**src/rtl/xcpf_pkg.sv**
```systemverilog
// Package for the XOR checksum packet framer: payload structs, the job
// descriptor passed from front to back, and the fixed codes and constants.
// No dependencies.
`timescale 1ns / 1ps
`default_nettype none

package xcpf_pkg;

   // Input item kinds.
   localparam logic REQ_START = 1'b0;
   localparam logic REQ_BYTE  = 1'b1;

   // Result status codes.
   localparam logic [1:0] ST_OK       = 2'd0;
   localparam logic [1:0] ST_TOO_LONG = 2'd1;
   localparam logic [1:0] ST_NO_FRAME = 2'd2;
   localparam logic [1:0] ST_BUSY     = 2'd3;

   // Job operations handed to the back end.
   localparam logic [1:0] OP_ERR = 2'd0;
   localparam logic [1:0] OP_HDR = 2'd1;
   localparam logic [1:0] OP_DAT = 2'd2;

   localparam logic [7:0]  START_MARK     = 8'hAA;
   localparam logic [7:0]  END_MARK       = 8'h55;
   localparam logic [11:0] FRAME_OVERHEAD = 12'd7;
   localparam logic [10:0] LIMIT_RESET    = 11'd1024;

   // Configuration address map.
   localparam int          CSR_ADDR_W      = 3;
   localparam logic        CSR_MAX_PAYLOAD = 1'b0;

   typedef struct packed {
      logic        req_type;
      logic [7:0]  command;
      logic [10:0] payload_length;
      logic [7:0]  data_byte;
   } req_type_type;

   typedef struct packed {
      logic [7:0] out_byte;
      logic       frame_end;
      logic [1:0] status;
      logic       last;
   } rsp_type;

   typedef struct packed {
      logic [1:0] op;
      logic [1:0] status;
      logic [7:0] first;     // command on a header, payload byte on data
      logic [7:0] len_lo;
      logic [7:0] len_hi;
      logic [7:0] seq;
      logic [7:0] chk;
      logic       close;     // emit checksum and end mark after this job
   } job_type;

endpackage

`default_nettype wire

```
**src/rtl/xcpf_fifo.sv**
```systemverilog
// Small register-based queue of job descriptors between front and back end.
// Depends on xcpf_pkg.
`timescale 1ns / 1ps
`default_nettype none

module xcpf_fifo #(
   parameter int DEPTH = 4
) (
   input  wire logic             clock,
   input  wire logic             reset,
   input  wire logic             push,
   input  wire xcpf_pkg::job_type din,
   output logic                  full,
   input  wire logic             pop,
   output xcpf_pkg::job_type     dout,
   output logic                  empty
);
   import xcpf_pkg::*;

   localparam int PTR_W = (DEPTH > 1) ? $clog2(DEPTH) : 1;
   localparam int CNT_W = $clog2(DEPTH + 1);

   job_type            mem_ff [DEPTH];
   logic [PTR_W-1:0]   wr_ptr_ff, wr_ptr_in;
   logic [PTR_W-1:0]   rd_ptr_ff, rd_ptr_in;
   logic [CNT_W-1:0]   count_ff, count_in;
   logic               do_push, do_pop;

   assign full    = (count_ff == CNT_W'(DEPTH));
   assign empty   = (count_ff == '0);
   assign do_push = push && !full;
   assign do_pop  = pop && !empty;
   assign dout    = mem_ff[rd_ptr_ff];

   always_comb begin
      wr_ptr_in = wr_ptr_ff;
      rd_ptr_in = rd_ptr_ff;
      count_in  = count_ff;
      if (do_push) begin
         wr_ptr_in = (wr_ptr_ff == PTR_W'(DEPTH - 1)) ? '0 : wr_ptr_ff + 1'b1;
      end
      if (do_pop) begin
         rd_ptr_in = (rd_ptr_ff == PTR_W'(DEPTH - 1)) ? '0 : rd_ptr_ff + 1'b1;
      end
      if (do_push && !do_pop) begin
         count_in = count_ff + 1'b1;
      end else if (do_pop && !do_push) begin
         count_in = count_ff - 1'b1;
      end
   end

   always_ff @(posedge clock) begin
      if (reset) begin
         wr_ptr_ff <= '0;
         rd_ptr_ff <= '0;
         count_ff  <= '0;
      end else begin
         wr_ptr_ff <= wr_ptr_in;
         rd_ptr_ff <= rd_ptr_in;
         count_ff  <= count_in;
      end
   end

   always_ff @(posedge clock) begin
      if (do_push) begin
         mem_ff[wr_ptr_ff] <= din;
      end
   end

endmodule

`default_nettype wire

```
**src/rtl/xcpf_front.sv**
```systemverilog
// Front end: accepts request items, checks them against the frame state and
// the length limit, keeps the frame state and emits one job per item.
// Depends on xcpf_pkg.
`timescale 1ns / 1ps
`default_nettype none

module xcpf_front (
   input  wire logic                  clock,
   input  wire logic                  reset,
   input  wire logic                  req_push,
   input  wire xcpf_pkg::req_type_type req_data,
   input  wire logic [10:0]           max_payload,
   input  wire logic                  job_full,
   output logic                       job_push,
   output xcpf_pkg::job_type          job
);
   import xcpf_pkg::*;

   logic [7:0]  seq_ff, seq_in;
   logic        open_ff, open_in;
   logic [10:0] rem_ff, rem_in;
   logic [7:0]  rx_ff, rx_in;
   logic [11:0] total;
   logic [7:0]  len_lo, len_hi, hdr_chk, byte_chk;

   assign job_push = req_push && !job_full;
   assign total    = {1'b0, req_data.payload_length} + FRAME_OVERHEAD;
   assign len_lo   = total[7:0];
   assign len_hi   = {4'b0000, total[11:8]};
   assign hdr_chk  = req_data.command ^ len_lo ^ len_hi ^ seq_ff;
   assign byte_chk = rx_ff ^ req_data.data_byte;

   always_comb begin
      seq_in  = seq_ff;
      open_in = open_ff;
      rem_in  = rem_ff;
      rx_in   = rx_ff;
      job     = '0;
      job.op  = OP_ERR;
      priority if (req_data.req_type == REQ_START && open_ff) begin
         job.status = ST_BUSY;
      end else if (req_data.req_type == REQ_START &&
                   req_data.payload_length > max_payload) begin
         job.status = ST_TOO_LONG;
      end else if (req_data.req_type == REQ_START) begin
         job.op     = OP_HDR;
         job.status = ST_OK;
         job.first  = req_data.command;
         job.len_lo = len_lo;
         job.len_hi = len_hi;
         job.seq    = seq_ff;
         job.chk    = hdr_chk;
         seq_in     = seq_ff + 1'b1;
         if (req_data.payload_length == '0) begin
            job.close = 1'b1;
         end else begin
            open_in = 1'b1;
            rem_in  = req_data.payload_length;
            rx_in   = hdr_chk;
         end
      end else if (!open_ff) begin
         job.status = ST_NO_FRAME;
      end else begin
         job.op     = OP_DAT;
         job.status = ST_OK;
         job.first  = req_data.data_byte;
         job.chk    = byte_chk;
         rem_in     = rem_ff - 1'b1;
         if (rem_ff == 11'd1) begin
            // Last payload byte closes the frame.
            job.close = 1'b1;
            open_in   = 1'b0;
            rx_in     = '0;
         end else begin
            rx_in = byte_chk;
         end
      end
   end

   always_ff @(posedge clock) begin
      if (reset) begin
         seq_ff  <= '0;
         open_ff <= 1'b0;
         rem_ff  <= '0;
         rx_ff   <= '0;
      end else if (job_push) begin
         seq_ff  <= seq_in;
         open_ff <= open_in;
         rem_ff  <= rem_in;
         rx_ff   <= rx_in;
      end
   end

endmodule

`default_nettype wire

```
**src/rtl/xcpf_back.sv**
```systemverilog
// Back end: expands each job into its frame bytes, written into an output
// register that the consumer drains; one byte per cycle while it keeps up.
// Depends on xcpf_pkg.
`timescale 1ns / 1ps
`default_nettype none

module xcpf_back (
   input  wire logic             clock,
   input  wire logic             reset,
   input  wire logic             job_empty,
   input  wire xcpf_pkg::job_type job,
   output logic                  job_pop,
   output logic                  rsp_empty,
   input  wire logic             rsp_pop,
   output xcpf_pkg::rsp_type     rsp_data
);
   import xcpf_pkg::*;

   logic [2:0] step_ff, step_in;
   logic       out_valid_ff, out_valid_in;
   rsp_type    out_ff;
   rsp_type    res;
   logic       final_step;
   logic       advance;

   assign rsp_empty = !out_valid_ff;
   assign rsp_data  = out_ff;
   assign advance   = !job_empty && (!out_valid_ff || rsp_pop);
   assign job_pop   = advance && final_step;

   always_comb begin
      res        = '0;
      res.status = job.status;
      final_step = 1'b1;
      unique case (job.op)
         OP_HDR: begin
            final_step = job.close ? (step_ff == 3'd6) : (step_ff == 3'd4);
            unique case (step_ff)
               3'd0:    res.out_byte = START_MARK;
               3'd1:    res.out_byte = job.first;
               3'd2:    res.out_byte = job.len_lo;
               3'd3:    res.out_byte = job.len_hi;
               3'd4:    res.out_byte = job.seq;
               3'd5:    res.out_byte = job.chk;
               default: begin
                  res.out_byte  = END_MARK;
                  res.frame_end = 1'b1;
               end
            endcase
         end
         OP_DAT: begin
            final_step = job.close ? (step_ff == 3'd2) : (step_ff == 3'd0);
            unique case (step_ff)
               3'd0:    res.out_byte = job.first;
               3'd1:    res.out_byte = job.chk;
               default: begin
                  res.out_byte  = END_MARK;
                  res.frame_end = 1'b1;
               end
            endcase
         end
         default: begin
            // Rejected item: a single zero byte carrying the status.
            res.out_byte = '0;
         end
      endcase
      res.last = final_step;
   end

   always_comb begin
      step_in      = step_ff;
      out_valid_in = out_valid_ff;
      if (advance) begin
         out_valid_in = 1'b1;
         step_in      = final_step ? 3'd0 : step_ff + 1'b1;
      end else if (rsp_pop) begin
         out_valid_in = 1'b0;
      end
   end

   always_ff @(posedge clock) begin
      if (reset) begin
         step_ff      <= '0;
         out_valid_ff <= 1'b0;
      end else begin
         step_ff      <= step_in;
         out_valid_ff <= out_valid_in;
      end
   end

   always_ff @(posedge clock) begin
      if (advance) begin
         out_ff <= res;
      end
   end

endmodule

`default_nettype wire

```
**src/rtl/xor_checksum_packet_framer.sv**
```systemverilog
// XOR checksum packet framer, top level: configuration registers, front end,
// job queue and back end. Depends on xcpf_pkg, xcpf_front, xcpf_fifo, xcpf_back.
// An accepted item's job is written into the job queue, and the back end then
// loads its first result into the output register. One item is accepted per
// cycle while the job queue has room; results leave at one per cycle while
// the consumer pops them; a valid start item yields 5 or 7 bytes. Synchronous
// reset empties the queue and output register, sets the length limit to 1024.
`timescale 1ns / 1ps
`default_nettype none

module xor_checksum_packet_framer #(
   parameter int QUEUE_DEPTH = 4
) (
   input  wire logic                              clock,
   input  wire logic                              reset,
   input  wire logic                              req_push,
   output logic                                   req_full,
   input  wire xcpf_pkg::req_type_type            req_data,
   output logic                                   rsp_empty,
   input  wire logic                              rsp_pop,
   output xcpf_pkg::rsp_type                      rsp_data,
   input  wire logic                              csr_psel,
   input  wire logic                              csr_penable,
   input  wire logic                              csr_pwrite,
   input  wire logic [xcpf_pkg::CSR_ADDR_W-1:0]   csr_paddr,
   input  wire logic [31:0]                       csr_pwdata,
   output logic [31:0]                            csr_prdata,
   output logic                                   csr_pready
);
   import xcpf_pkg::*;

   logic [10:0] max_payload_ff;
   logic        csr_write;
   logic        job_push, job_pop, job_full, job_empty;
   job_type     job_wr, job_rd;

   assign csr_pready = 1'b1;
   assign csr_write  = csr_psel && csr_penable && csr_pwrite && csr_pready &&
                       (csr_paddr[CSR_ADDR_W-1] == CSR_MAX_PAYLOAD);
   assign csr_prdata = (csr_paddr[CSR_ADDR_W-1] == CSR_MAX_PAYLOAD) ?
                       {21'd0, max_payload_ff} : 32'd0;
   assign req_full   = job_full;

   always_ff @(posedge clock) begin
      if (reset) begin
         max_payload_ff <= LIMIT_RESET;
      end else if (csr_write) begin
         max_payload_ff <= csr_pwdata[10:0];
      end
   end

   xcpf_front u_front (
      .clock       (clock),
      .reset       (reset),
      .req_push    (req_push),
      .req_data    (req_data),
      .max_payload (max_payload_ff),
      .job_full    (job_full),
      .job_push    (job_push),
      .job         (job_wr)
   );

   xcpf_fifo #(
      .DEPTH (QUEUE_DEPTH)
   ) u_queue (
      .clock (clock),
      .reset (reset),
      .push  (job_push),
      .din   (job_wr),
      .full  (job_full),
      .pop   (job_pop),
      .dout  (job_rd),
      .empty (job_empty)
   );

   xcpf_back u_back (
      .clock     (clock),
      .reset     (reset),
      .job_empty (job_empty),
      .job       (job_rd),
      .job_pop   (job_pop),
      .rsp_empty (rsp_empty),
      .rsp_pop   (rsp_pop),
      .rsp_data  (rsp_data)
   );

endmodule

`default_nettype wire

```
**config.mk**
```make
export PLATFORM = sky130hd
export DESIGN_NAME = xor_checksum_packet_framer
export DESIGN_NICKNAME = d
export VERILOG_FILES = /design/src/rtl/xcpf_pkg.sv /design/src/rtl/xcpf_fifo.sv /design/src/rtl/xcpf_front.sv /design/src/rtl/xcpf_back.sv /design/src/rtl/xor_checksum_packet_framer.sv
export SDC_FILE = /design/constraint.sdc
export NUM_CORES = 1
export LEC_CHECK = 0
export BUFFER_PORTS_ARGS = -buffer_cell sky130_fd_sc_hd__clkbuf_2
export CAP_MARGIN = 25
export CORE_MARGIN = 5
export CORE_UTILIZATION = 30
export DETAILED_ROUTE_END_ITERATION = 12
export GPL_TIMING_DRIVEN = 0
export SLEW_MARGIN = 10
export SYNTH_ARGS = -nofsm -noshare
export SYNTH_HDL_FRONTEND = slang
export SYNTH_SLANG_ARGS = --single-unit
```
**constraint.sdc**
```tcl
create_clock -name clock -period 5 [get_ports clock]
set_clock_uncertainty 0.2 [all_clocks]
set_input_delay 0 -clock clock [delete_from_list [all_inputs] [get_ports clock]]
set_output_delay 0 -clock clock [all_outputs]
set_load 0.05 [all_outputs]
```
======== Word level (Yosys, flattened, before mapping) ========
Memory sizes are Yosys's and may differ from the RTL's. A register that Yosys moved wholly into a read port is not among the register bits.
Index checks and enable logic that the tools add are counted.
cells by class
  add/subtract/negate cells ............... 8
  reduce and logical (&&, ||, !) cells .... 28
  bitwise operators ....................... 8
  magnitude comparators ................... 1
  multiplexer cells ....................... 47
  equal/unequal tests ..................... 14
operators by type and width
  cell                     count
  $mux W41                 2
  $pmux W8 S6              1
  $mux W11                 4
  $mux W8                  5
  $pmux W8 S2              2
  $mux W24                 1
  $xor A8 B8 Y8            3
  $mux W2                  10
  $mux W9                  2
  $mux W1                  14
  $add A11 B3 Y12 const B  1
  $eq A3 B3 Y1 const B     4
  $logic_and A1 B1 Y1      12
  $mux W12                 1
  $eq A11 B1 Y1 const B    1
  $gt A11 B11 Y1           1
  $logic_not A11 Y1        1
  $sub A11 B1 Y11 const B  1
  $mux W3                  3
  $add A8 B1 Y8 const B    1
  $reduce_and A4 Y1        2
  $xor A8 B4 Y8            1
  $add A3 B1 Y3 const B    2
  $eq A2 B2 Y1 const B     3
  other kinds (16)         28
storage, ports and cells
  memories ................................ 1
  memory bits (writable) .................. 180
  logic and storage cells ................. 121
  register bits after elaboration ......... 62
  output and inout port bits .............. 47
  bits of input ports ..................... 70
memories
  name            depth  bits a word  read ports  clocked after memory_dff  wr ports  RTL line         source
  u_queue.mem_ff  4      45           1           1                         1         xcpf_fifo.sv:23  job_type mem_ff [DEPTH];

======== Longest topological paths before layout ========
Gate-level depths: netlist of the first run.
  depth after elaboration ................. 8
  mapped depth ............................ 15
  mapped depth without buffers ............ 12

======== Hierarchy ========
Synthesis of the first run repeated with hierarchy kept, for this count alone.
unflattened totals
  cells, all modules ...................... 879
  area total of the unflattened synthesis .. 12002.8 um^2
modules (own cells, without submodules)
  module                      area an instance (um^2)  times used  cells each
  xcpf_fifo                   6990.5                   1           285
  xcpf_front                  2979.1                   1           386
  xcpf_back                   1281.2                   1           124
  xor_checksum_packet_framer  752.0                    1           84

======== Worst setup path after synthesis of the first run ========
OpenSTA, ideal clock, no wires.
  path kind ............................... reg-to-reg
  from .................................... reg with a tool-made name
  to ...................................... reg u_queue.count_ff[2]
  setup time .............................. 70 ps
  arrival ................................. 3243 ps
  required time ........................... 4730 ps
  period minus slack after synthesis ...... 3513 ps
  cell stages (with the launch flop) ...... 15
  setup slack ............................. 1487 ps
  cell sequence ........................... dfxtp_1 -> buf_6 -> buf_6 -> buf_2 -> mux4_2 -> ha_1 -> inv_1 -> o21ai_2 -> nand2_1 -> ha_1 -> inv_1 -> fa_1 -> xor2_1 -> or3_1 -> a21oi_1
RTL lines
  item                    RTL line         source
  end signal: assignment  xcpf_fifo.sv:60  count_ff <= count_in;
  end: declaration        xcpf_fifo.sv:26  logic [CNT_W-1:0] count_ff, count_in;

==> impl_table.tex, run 1 <==
\begin{tabular}{lr}
\hline
Metric & Value \\
\hline
\multicolumn{2}{l}{\textbf{Status}} \\
Result of the run & completed \\
\multicolumn{2}{l}{\textbf{GRT}} \\
Antenna violations before repair & 2 \\
Number of global-route vias before repair & 7,710 \\
Global-route wire length before repair & 44,300 um \\
Grt total ovfl & 0 \\
Largest net degree at the start of global routing & 26 \\
GRT Total Usage & a little over an eighth \\
\multicolumn{2}{l}{\textbf{Timing}} \\
Worst max-slew margin expressed relative to the limit & between 40\% and 50\% \\
Highest attainable clock frequency & between 200 and 250 MHz \\
Final Max Tran Viols & 0 \\
Worst hold-check slack & 105 ps \\
TNS Setup & 0 ps \\
Final Critical Period & approximately 4200 ps \\
Setup violations, final & 0 \\
Slew of the pin with the lowest slew margin & 888 ps \\
Hold violation count in the final report & 0 \\
Setup repair after global routing missed its margin & false \\
Crit share post-route & between 80 and 90\% \\
\multicolumn{2}{l}{\textbf{Drt}} \\
Post-route antenna net violation count & 0 \\
Routed length per placed instance & 18.8 um \\
TritonRoute pass-1 iters & 5 \\
\# DRC & 0 \\
Post-DR vias/cell & 4.98 \\
Total wire length & 28,700 um \\
Vias after detailed routing & approximately 7,600 \\
Initial detailed-routing violation count & just under 600 \\
\multicolumn{2}{l}{\textbf{Setup path}} \\
Nature of the critical path startpoint & flip-flop \\
Critical path class & reg -> reg \\
Worst Path Max Fanout & 10 \\
Setup crit end kind & flip-flop \\
Crit path DAT & between 4000 and 5000 ps \\
Data required time of the worst path & approximately 5300 ps \\
\multicolumn{2}{l}{\textbf{Floorplanning}} \\
Starting density of the core & between 30\% and 40\% \\
DIE AREA & just over 0.04 mm\^{}2 \\
Core region area & approximately 0.036 mm\^{}2 \\
Die Y-Extent & between 200 and 250 um \\
I/O pin total & $\sim$120 \\
Chip width & $\sim$200 um \\
Cell row count & 70 \\
\multicolumn{2}{l}{\textbf{CTS}} \\
Count of H-tree levels built during CTS & 1 \\
Clock tree from TritonCTS & built \\
Bufs on Longest Clock Path & 3 \\
Number of buffers added for setup after CTS & 0 \\
Clock sink count & approximately 230 \\
CTS buffer count & 24 \\
Worst-Skew Late Latency & between 500 and 600 ps \\
Clock root cell & clkbuf\_16 \\
Clock-pin transition on the worst setup and hold timing paths & about 60 ps \\
\multicolumn{2}{l}{\textbf{Run}} \\
\# Max-Cap Violations & 0 \\
\multicolumn{2}{l}{\textbf{Power}} \\
Peak supply drop & roughly 0.00023 V \\
Sequential fraction of design power & 39.5\% \\
Switching power & 0.00199 W \\
Internal power consumption & slightly above 0.004 W \\
Power share of the combinational group & a little under a third \\
Power per standard cell area & roughly 450 mW/mm\^{}2 \\
Net switching share of the total power & about a third \\
Clock share of power & a little under a third \\
Standby leakage power & $\sim$4.9 nW \\
\multicolumn{2}{l}{\textbf{Finish}} \\
Count of filler cells inserted in the layout & between 3,000 and 4,000 \\
Final core utilization & $\sim$37\% \\
Area occupied by registers & $\sim$0.0063 mm\^{}2 \\
Multi-input gate area & $\sim$0.0042 mm\^{}2 \\
Final-stage net count & roughly 1,100 \\
Most used cells in the layout excluding fill and tap cells & 176 x edfxtp\_1, 74 x nor2\_1, 72 x clkbuf\_2, 67 x nand2\_1, 63 x dlygate4sd3\_1 \\
Area grow syn2layout & 23.2\% \\
Finished layout cell area & between 0.01 and 0.015 mm\^{}2 \\
Number of diodes & 0 \\
Layout cells sized above 1 & approximately a fifth \\
Number of standard cells in the final layout excluding fillers & around 1,500 \\
Most common library cell in the layout ignoring fill and taps & edfxtp\_1 \\
\multicolumn{2}{l}{\textbf{Synthesis}} \\
Number of distinct library cells after synthesis & 70 \\
Total of flip-flops plus latches after synthesis & between 200 and 250 \\
Avg Cell Area, Syn & between 10 and 15 um\^{}2 \\
Cell area after technology mapping & approximately 0.011 mm\^{}2 \\
Number of synthesized flops with an enable pin & 176 \\
Mapped Cells & around 860 \\
Fraction of synthesis flops using an asynchronous set or reset pin & 0\% \\
Share of the yosys chip area belonging to registers & around 58\% \\
Number of warnings reported in the yosys synthesis log & 0 \\
Commonest register cell after synthesis & edfxtp\_1 \\
\multicolumn{2}{l}{\textbf{Placed design}} \\
Area post-placement & between 0.01 and 0.015 mm\^{}2 \\
Placed Cells & $\sim$1,400 \\
Final HPWL DP & approximately 21,000 um \\
Final weighted congestion in routability-driven placement & 0.901 \\
Number of input and output port buffers inserted & 71 \\
\multicolumn{2}{l}{\textbf{Hold path}} \\
Type of the tightest min-delay check & in -> reg \\
\hline
\end{tabular}
-- kinds of logic (layout without fill, tap and decap cells) --
group / Yosys count / count (layout) / synth area share [%]
adder cells (fa/ha/maj): 32 / 32 / 3.72
buffers and inverters: 102 / 284 / 4.77
multiplexers: 51 / 51 / 9.48
other: 2 / 22 / 0.0685
XOR/XNOR: 38 / 38 / 3.41
flip-flops: 228 / 228 / 57.7
AND/OR/NAND/NOR: 239 / 239 / 10.7
AO/OA/AOI/OAI: 167 / 167 / 10.2
-- synthesized netlist by cell type, drive strengths merged, types with 7 or more instances --
master,count,area (um^2)
o211ai,8,60.1
a31oi,7,43.8
nor3,11,60.1
edfxtp,176,5290
a21oi,57,285
a22oi,18,135
buf,42,297
a221oi,7,67.6
nor2b,8,50.1
nand4,7,43.8
nand3,15,80.1
o31ai,18,135
mux4,41,935
nor3b,11,82.6
ha,31,388
and2,13,81.3
inv,32,120
o311ai,7,68.8
o21ai,21,109
nand2,67,251
xor2,19,166
xnor2,16,140
dfxtp,52,1040
nor2,74,278
clkbuf,26,98.8
-- flip-flops by register name (all words and copies together) (netlist names), named ones only --
register / flops
max_payload_ff: 11
u_back.out_valid_ff: 1
u_back.rsp_data: 12
u_back.step_ff: 3
u_front.open_ff: 1
u_front.rem_ff: 11
u_front.rx_ff: 8
u_front.seq_ff: 8
u_queue.count_ff: 3
u_queue.mem_ff: 164
u_queue.rd_ptr_ff: 2
u_queue.wr_ptr_ff: 2
-- path summary, 6_finish.rpt --
check / startpoint / to / slack, ps / cells past startpoint
max: flip-flop / u_queue.count_ff[2]$_SDFFE_PP0P_ / 830 / 13
min: rsp_pop / u_back.out_valid_ff$_SDFFE_PP0P_ / 110 / 5
max reg2reg: flip-flop / u_queue.count_ff[2]$_SDFFE_PP0P_ / 830 / 13
min reg2reg: u_back.out_valid_ff$_SDFFE_PP0P_ / u_back.out_valid_ff$_SDFFE_PP0P_ / 280 / 2
-- routing by layer --
layer	part of all wire, %	global-route usage, %	vias to the layer above
met3	6.5	2.53	56
met5	0	0	-
met2	47	22.6	259
li1	-	-	3581
met1	44	18.9	3713
met4	2.4	3.52	0
-- repair_timing --
item,CTS,global route
gates resized for setup,0,0
hold endpoints to repair,125,0
hold buffers,63,0
-- metrics by stage --
| stage | power (W) | worst slack (ps) |
|---|---|---|
| 2_1_floorplan | 0.00376 | 1490 |
| 3_3_place_gp | 0.00424 | 784 |
| 3_5_place_dp | 0.00427 | 766 |
| 4_1_cts | 0.00613 | 742 |
| 5_1_grt | 0.00638 | 504 |
| 6_report | 0.00608 | 835 |
-- power groups by stage --
| stage | clock [W] | sequential, W | combinational [W] |
|---|---|---|---|
| detailed placement | 0 | 0.00244 | 0.00183 |
| finish | 0.00182 | 0.00240 | 0.00185 |
| global route | 0.00194 | 0.00242 | 0.00202 |
| CTS | 0.00186 | 0.00240 | 0.00187 |
| floorplan | 0 | 0.00260 | 0.00116 |
| global placement | 0 | 0.00244 | 0.00179 |
-- worst max-delay path: stages (launching register included) --
cell	delay (ps)
dfxtp_1	440
buf_2	330
clkbuf_1	570
mux4_2	440
ha_1	300
mux2i_1	200
o21ai_2	130
nand2_1	220
ha_1	230
inv_1	60
fa_1	370
xor2_1	150
or3_1	300
a21oi_1	140
-- layout make-up --
type / count / share of cell area [%]
plain buffers: 68 / 2.93
clock buffers: 34 / 5.17
clock inverters: 10 / 0.861
inverters: 34 / 0.944
multi-input cells: 549 / 31.1
flip-flops and latches: 228 / 46.8
well taps: 468 / 4.33
repair buffers: 138 / 7.89
Note: power is estimated with default switching activity, not from simulation.
==> run 2, diff against run 1 <==
clock period = 3.6 ns   (was 5 ns; I/O delays follow)
==> impl_table.tex, run 2 (same netlist as run 1, synthesis figures left out) <==
\begin{tabular}{lr}
\hline
Metric & Value \\
\hline
\multicolumn{2}{l}{\textbf{Status}} \\
Result of the run & completed \\
\multicolumn{2}{l}{\textbf{GRT}} \\
Number of global-route vias before repair & just under 8,000 \\
Grt total ovfl & 0 \\
GRT Total Usage & a little over an eighth \\
Antenna violations before repair & 2 \\
Largest net degree at the start of global routing & 26 \\
Global-route wire length before repair & 44,200 um \\
\multicolumn{2}{l}{\textbf{Power}} \\
Standby leakage power & about 5.0 nW \\
Peak supply drop & approximately 0.00033 V \\
Clock share of power & 29.6\% \\
Power share of the combinational group & a little under a third \\
Sequential fraction of design power & between 30 and 40\% \\
Switching power & 0.00278 W \\
Power per standard cell area & 628 mW/mm\^{}2 \\
Net switching share of the total power & 32.5\% \\
Internal power consumption & approximately 0.0058 W \\
\multicolumn{2}{l}{\textbf{Drt}} \\
TritonRoute pass-1 iters & 5 \\
Total wire length & 28,700 um \\
Post-DR vias/cell & approximately 5.0 \\
Routed length per placed instance & $\sim$19 um \\
Initial detailed-routing violation count & 557 \\
Post-route antenna net violation count & 0 \\
Vias after detailed routing & roughly 7,600 \\
\# DRC & 0 \\
\multicolumn{2}{l}{\textbf{Hold path}} \\
Worst hold stages & 5 \\
Hold Path End & u\_back.out\_valid\_ff\$\_SDFFE\_PP0P\_ \\
Type of the tightest min-delay check & in -> reg \\
Start point of the worst hold path & rsp\_pop \\
\multicolumn{2}{l}{\textbf{Finish}} \\
Area grow syn2layout & 24.0\% \\
Number of diodes & 0 \\
Flip-flop count of the largest register, all copies and words added & around 160 \\
Most common library cell in the layout ignoring fill and taps & edfxtp\_1 \\
Final-stage net count & approximately 1,200 \\
Final core utilization & between 30\% and 40\% \\
Most used cells in the layout excluding fill and tap cells & 176 x edfxtp\_1, 74 x nor2\_1, 73 x clkbuf\_2, 66 x nand2\_1, 63 x dlygate4sd3\_1 \\
Number of standard cells in the final layout excluding fillers & 1,536 \\
Most flops, register & u\_queue.mem\_ff \\
Layout cells sized above 1 & 21.2\% \\
\multicolumn{2}{l}{\textbf{Timing}} \\
Worst hold-check slack & between 100 and 150 ps \\
Slew of the pin with the lowest slew margin & approximately 900 ps \\
Final Max Tran Viols & 0 \\
Hold violation count in the final report & 0 \\
Worst max-slew margin expressed relative to the limit & 39.3\% \\
Setup violations, final & 0 \\
Highest attainable clock frequency & a little under 300 MHz \\
Final Critical Period & between 3000 and 4000 ps \\
Crit share post-route & a little over nine tenths \\
\multicolumn{2}{l}{\textbf{CTS}} \\
Bufs on Longest Clock Path & 3 \\
Worst-Skew Late Latency & roughly 520 ps \\
Clock tree from TritonCTS & built \\
CTS buffer count & 24 \\
Clock root cell & clkbuf\_16 \\
Count of H-tree levels built during CTS & 1 \\
Clock sink count & 228 \\
Clock-pin transition on the worst setup and hold timing paths & roughly 60 ps \\
\multicolumn{2}{l}{\textbf{Setup path}} \\
Worst Path Max Fanout & 9 \\
Nature of the critical path startpoint & flip-flop \\
Critical path class & reg -> reg \\
Reg-to-reg setup timing slack & 200 ps \\
Data required time of the worst path & roughly 3900 ps \\
Number of cells on the worst reg-to-reg path & 14 \\
Crit path DAT & between 3000 and 4000 ps \\
Setup crit end kind & flip-flop \\
Capture instance of the worst register-to-register path & u\_queue.count\_ff[2]\$\_SDFFE\_PP0P\_ \\
\multicolumn{2}{l}{\textbf{Floorplanning}} \\
DIE AREA & just over 0.04 mm\^{}2 \\
Chip width & just over 200 um \\
Die Y-Extent & just over 200 um \\
I/O pin total & around 120 \\
Starting density of the core & 30.2\% \\
Core region area & $\sim$0.036 mm\^{}2 \\
Cell row count & 70 \\
\multicolumn{2}{l}{\textbf{Placed design}} \\
Final HPWL DP & 20,600 um \\
Placed Cells & 1,422 \\
Final weighted congestion in routability-driven placement & between 0.9 and 1 \\
Number of input and output port buffers inserted & between 70 and 80 \\
\multicolumn{2}{l}{\textbf{Run}} \\
\# Max-Cap Violations & 0 \\
\hline
\end{tabular}
==> run 2: cell count changes in the layout (fill, tap and decap cells not counted), sizes merged <==
| cell | before | now |
|---|---|---|
| clkbuf | 131 | 130 |
| buf | 46 | 54 |
==> run 2: power by group through the flow <==
stage          Clock (W)  Combinational [W]  Sequential (W)
6_report         0.00253            0.00268         0.00333
3_5_place_dp           0            0.00254         0.00339
3_3_place_gp           0            0.00249         0.00339
2_1_floorplan          0            0.00161         0.00361
4_1_cts          0.00258            0.00260         0.00334
5_1_grt          0.00270            0.00290         0.00337
==> run 2: stage by stage <==
stage	setup WS [ps]	power, W	setup TNS (ps)	cell area (um^2)
detailed placement	-634	0.00593	-1550	12100
finish	196	0.00854	0	13600
global route	-7.03	0.00897	-7.03	13600
floorplan	87.1	0.00522	0	11000
CTS	18.6	0.00852	0	13500
global placement	-616	0.00588	-1400	12000
==> run 2: area by class of cell <==
| cell class | count | area [um^2] |
|---|---|---|
| fill | 3455 | 22700 |
| multi-input combinational | 549 | 4210 |
| sequential | 228 | 6330 |
| clock buffer | 34 | 698 |
| timing repair buffer | 147 | 1130 |
| inverter | 34 | 128 |
| tap | 468 | 586 |
| buffer | 66 | 410 |
| clock inverter | 10 | 116 |
==> run 2: worst max path at each step <==
stage,startpoint,to,slack (ps)
6_report,flip-flop,u_queue.count_ff[2]$_SDFFE_PP0P_,200
3_5_place_dp,flip-flop,u_queue.count_ff[2]$_SDFFE_PP0P_,-630
4_1_cts,flip-flop,u_queue.count_ff[2]$_SDFFE_PP0P_,20
3_3_place_gp,flip-flop,u_queue.count_ff[2]$_SDFFE_PP0P_,-620
2_1_floorplan,flip-flop,u_queue.count_ff[2]$_SDFFE_PP0P_,90
5_1_grt,flip-flop,u_queue.count_ff[2]$_SDFFE_PP0P_,-7
==> run 2: repair_timing <==
action / 4_1_cts / 5_1_grt
hold buffers: 63 / 0
gates resized for setup: 4 / 6
setup endpoints to repair: 5 / 4
hold endpoints to repair: 125 / 0
setup buffers: 0 / 9
pin swaps: 0 / 0
==> run 2: worst max-delay path, stage by stage (launching register included) <==
cell     delay, ps
dfxtp_1        330
buf_6          150
buf_16         130
mux4_2         520
inv_1           80
ha_2           310
inv_1          100
o21ai_2        110
nand2_2        150
ha_1           210
inv_1           60
fa_1           370
xor2_1         150
or3_1          300
a21oi_1        140
==> run 2: routing by layer <==
layer	global-route usage, %	up-vias	wire length, um
met5	0	-	0
met4	3.52	0	697
met3	2.53	55	2000
met2	22.4	281	13400
met1	18.9	3708	12600
li1	-	3592	-
==> run 3, diff against run 2 <==
MAX_ROUTING_LAYER = met4   (was unset)
==> impl_table.tex, run 3 (same netlist as run 1, synthesis figures left out) <==
\begin{tabular}{lr}
\hline
Metric & Value \\
\hline
\multicolumn{2}{l}{\textbf{Finish}} \\
Area grow syn2layout & 24.0\% \\
Layout cells sized above 1 & roughly a fifth \\
Flip-flop count of the largest register, all copies and words added & around 160 \\
Most flops, register & u\_queue.mem\_ff \\
Number of diodes & 0 \\
Most common library cell in the layout ignoring fill and taps & edfxtp\_1 \\
Most used cells in the layout excluding fill and tap cells & 176 x edfxtp\_1, 74 x nor2\_1, 73 x clkbuf\_2, 66 x nand2\_1, 63 x dlygate4sd3\_1 \\
Final-stage net count & $\sim$1,200 \\
\multicolumn{2}{l}{\textbf{Floorplanning}} \\
I/O pin total & between 100 and 150 \\
Die Y-Extent & between 200 and 250 um \\
DIE AREA & approximately 0.04 mm\^{}2 \\
Core region area & between 0.03 and 0.04 mm\^{}2 \\
Starting density of the core & 30.2\% \\
Chip width & between 200 and 250 um \\
Cell row count & 70 \\
\multicolumn{2}{l}{\textbf{Setup path}} \\
Crit path DAT & around 3700 ps \\
Worst Path Max Fanout & 9 \\
Largest incremental delay on the critical path & 520 ps \\
Nature of the critical path startpoint & flip-flop \\
Critical path class & reg -> reg \\
Reg-to-reg setup timing slack & $\sim$180 ps \\
Crit path max-delay family & adder cells \\
Setup crit end kind & flip-flop \\
Number of cells on the worst reg-to-reg path & 14 \\
Data required time of the worst path & about 3900 ps \\
Cell with the largest stage delay on the worst path & mux4\_2 \\
Ordered cell list for the critical path & buf\_6 > buf\_16 > mux4\_2 > inv\_1 > ha\_2 > inv\_1 > o21ai\_2 > nand2\_2 > ha\_1 > inv\_1 > fa\_1 > xor2\_1 > or3\_1 > a21oi\_1 \\
Capture instance of the worst register-to-register path & u\_queue.count\_ff[2]\$\_SDFFE\_PP0P\_ \\
Sum of buffers and inverters on the critical path & 5 \\
Cell mode on critical path & inv\_1 \\
\multicolumn{2}{l}{\textbf{Hold path}} \\
Hold Path End & u\_back.out\_valid\_ff\$\_SDFFE\_PP0P\_ \\
Start point of the worst hold path & rsp\_pop \\
Type of the tightest min-delay check & in -> reg \\
Worst hold stages & 5 \\
\multicolumn{2}{l}{\textbf{Drt}} \\
Post-route antenna net violation count & 0 \\
TritonRoute pass-1 iters & 5 \\
\# DRC & 0 \\
Initial detailed-routing violation count & about 640 \\
Post-DR vias/cell & 4.98 \\
Vias after detailed routing & between 7,000 and 8,000 \\
Total wire length & about 29,000 um \\
Routed length per placed instance & 18.7 um \\
\multicolumn{2}{l}{\textbf{Placed design}} \\
Final HPWL DP & slightly above 20,000 um \\
Number of input and output port buffers inserted & 71 \\
Post-placement worst setup slack & -634 ps \\
Final weighted congestion in routability-driven placement & approximately 0.9 \\
\multicolumn{2}{l}{\textbf{Timing}} \\
Hold violation count in the final report & 0 \\
Highest attainable clock frequency & 293 MHz \\
Final worst slack & roughly 180 ps \\
Crit share post-route & a little over nine tenths \\
Final Critical Period & 3420 ps \\
Final Max Tran Viols & 0 \\
Worst max-slew margin expressed relative to the limit & between 30\% and 40\% \\
Setup violations, final & 0 \\
Slew of the pin with the lowest slew margin & 911 ps \\
Worst hold-check slack & between 100 and 150 ps \\
\multicolumn{2}{l}{\textbf{GRT}} \\
Global-route wire length before repair & roughly 44,000 um \\
Number of global-route vias before repair & just under 8,000 \\
GRT Total Usage & about 14\% \\
Largest net degree at the start of global routing & 26 \\
Antenna violations before repair & 2 \\
Grt total ovfl & 0 \\
\multicolumn{2}{l}{\textbf{Power}} \\
Power per standard cell area & between 600 and 700 mW/mm\^{}2 \\
Standby leakage power & around 5.0 nW \\
Peak supply drop & around 0.00033 V \\
\multicolumn{2}{l}{\textbf{CTS}} \\
Bufs on Longest Clock Path & 3 \\
Count of H-tree levels built during CTS & 1 \\
Clock sink count & 228 \\
Clock tree from TritonCTS & built \\
Clock-pin transition on the worst setup and hold timing paths & $\sim$60 ps \\
Clock root cell & clkbuf\_16 \\
CTS buffer count & 24 \\
Worst-Skew Late Latency & 530 ps \\
\multicolumn{2}{l}{\textbf{Status}} \\
Result of the run & completed \\
\multicolumn{2}{l}{\textbf{Run}} \\
\# Max-Cap Violations & 0 \\
\hline
\end{tabular}
==> run 3: cell type report <==
type,count,area (um^2)
Fill cell,3455,22700
Sequential cell,228,6330
Multi-Input combinational cell,549,4210
Timing Repair Buffer,147,1130
Clock buffer,34,698
Tap cell,468,586
Buffer,66,410
Inverter,34,128
Clock inverter,10,116
==> run 3: metal layers <==
layer | share of wire (%) | track usage [%] | vias up
met5 | 0 | - | -
met1 | 45 | 19.0 | 3746
li1 | - | - | 3593
met2 | 47 | 22.5 | 258
met4 | 2.4 | 3.47 | 0
met3 | 5.8 | 2.40 | 57
==> run 3: worst register-to-register path, cell delays in order, from the launching register on <==
cell     delay [ps]
dfxtp_1         330
buf_6           150
buf_16          140
mux4_2          530
inv_1            80
ha_2            310
inv_1           100
o21ai_2         110
nand2_2         160
ha_1            210
inv_1            60
fa_1            370
xor2_1          160
or3_1           300
a21oi_1         140
==> run 3: worst max-delay path by stage <==
stage / start / to / slack [ps] / depth (start not counted)
2_1_floorplan: flip-flop / u_queue.count_ff[2]$_SDFFE_PP0P_ / 90 / 14
3_3_place_gp: flip-flop / u_queue.count_ff[2]$_SDFFE_PP0P_ / -620 / 13
3_5_place_dp: flip-flop / u_queue.count_ff[2]$_SDFFE_PP0P_ / -630 / 13
4_1_cts: flip-flop / u_queue.count_ff[2]$_SDFFE_PP0P_ / 20 / 13
5_1_grt: flip-flop / u_queue.count_ff[2]$_SDFFE_PP0P_ / -7 / 14
6_report: flip-flop / u_queue.count_ff[2]$_SDFFE_PP0P_ / 180 / 14
==> run 3: through the flow <==
step / power [W] / area [um^2] / instances / setup TNS [ps] / util [%]
detailed placement: 0.00593 / 12100 / 1422 / -1550 / 33.2
global placement: 0.00588 / 12000 / 1418 / -1400 / 33.0
global route: 0.00897 / 13600 / 1536 / -6.57 / 37.4
finish: 0.00855 / 13600 / 1536 / 0 / 37.4
floorplan: 0.00522 / 11000 / 879 / 0 / -
CTS: 0.00852 / 13500 / 1527 / 0 / 37.2
==> run 3: what timing repair did <==
action / CTS / global route
endpoints found under the setup margin: 5 / 4
endpoints found under the hold margin: 125 / 0
buffers inserted: 0 / 9
gates resized for setup: 4 / 6
pin swaps: 0 / 0
hold buffers: 63 / 0
==> run 3: power by group <==
part	switching (W)	internal (W)
clock	0.00104	0.00150
combinational	0.00163	0.00105
sequential	0.000122	0.00321
total	0.00279	0.00576
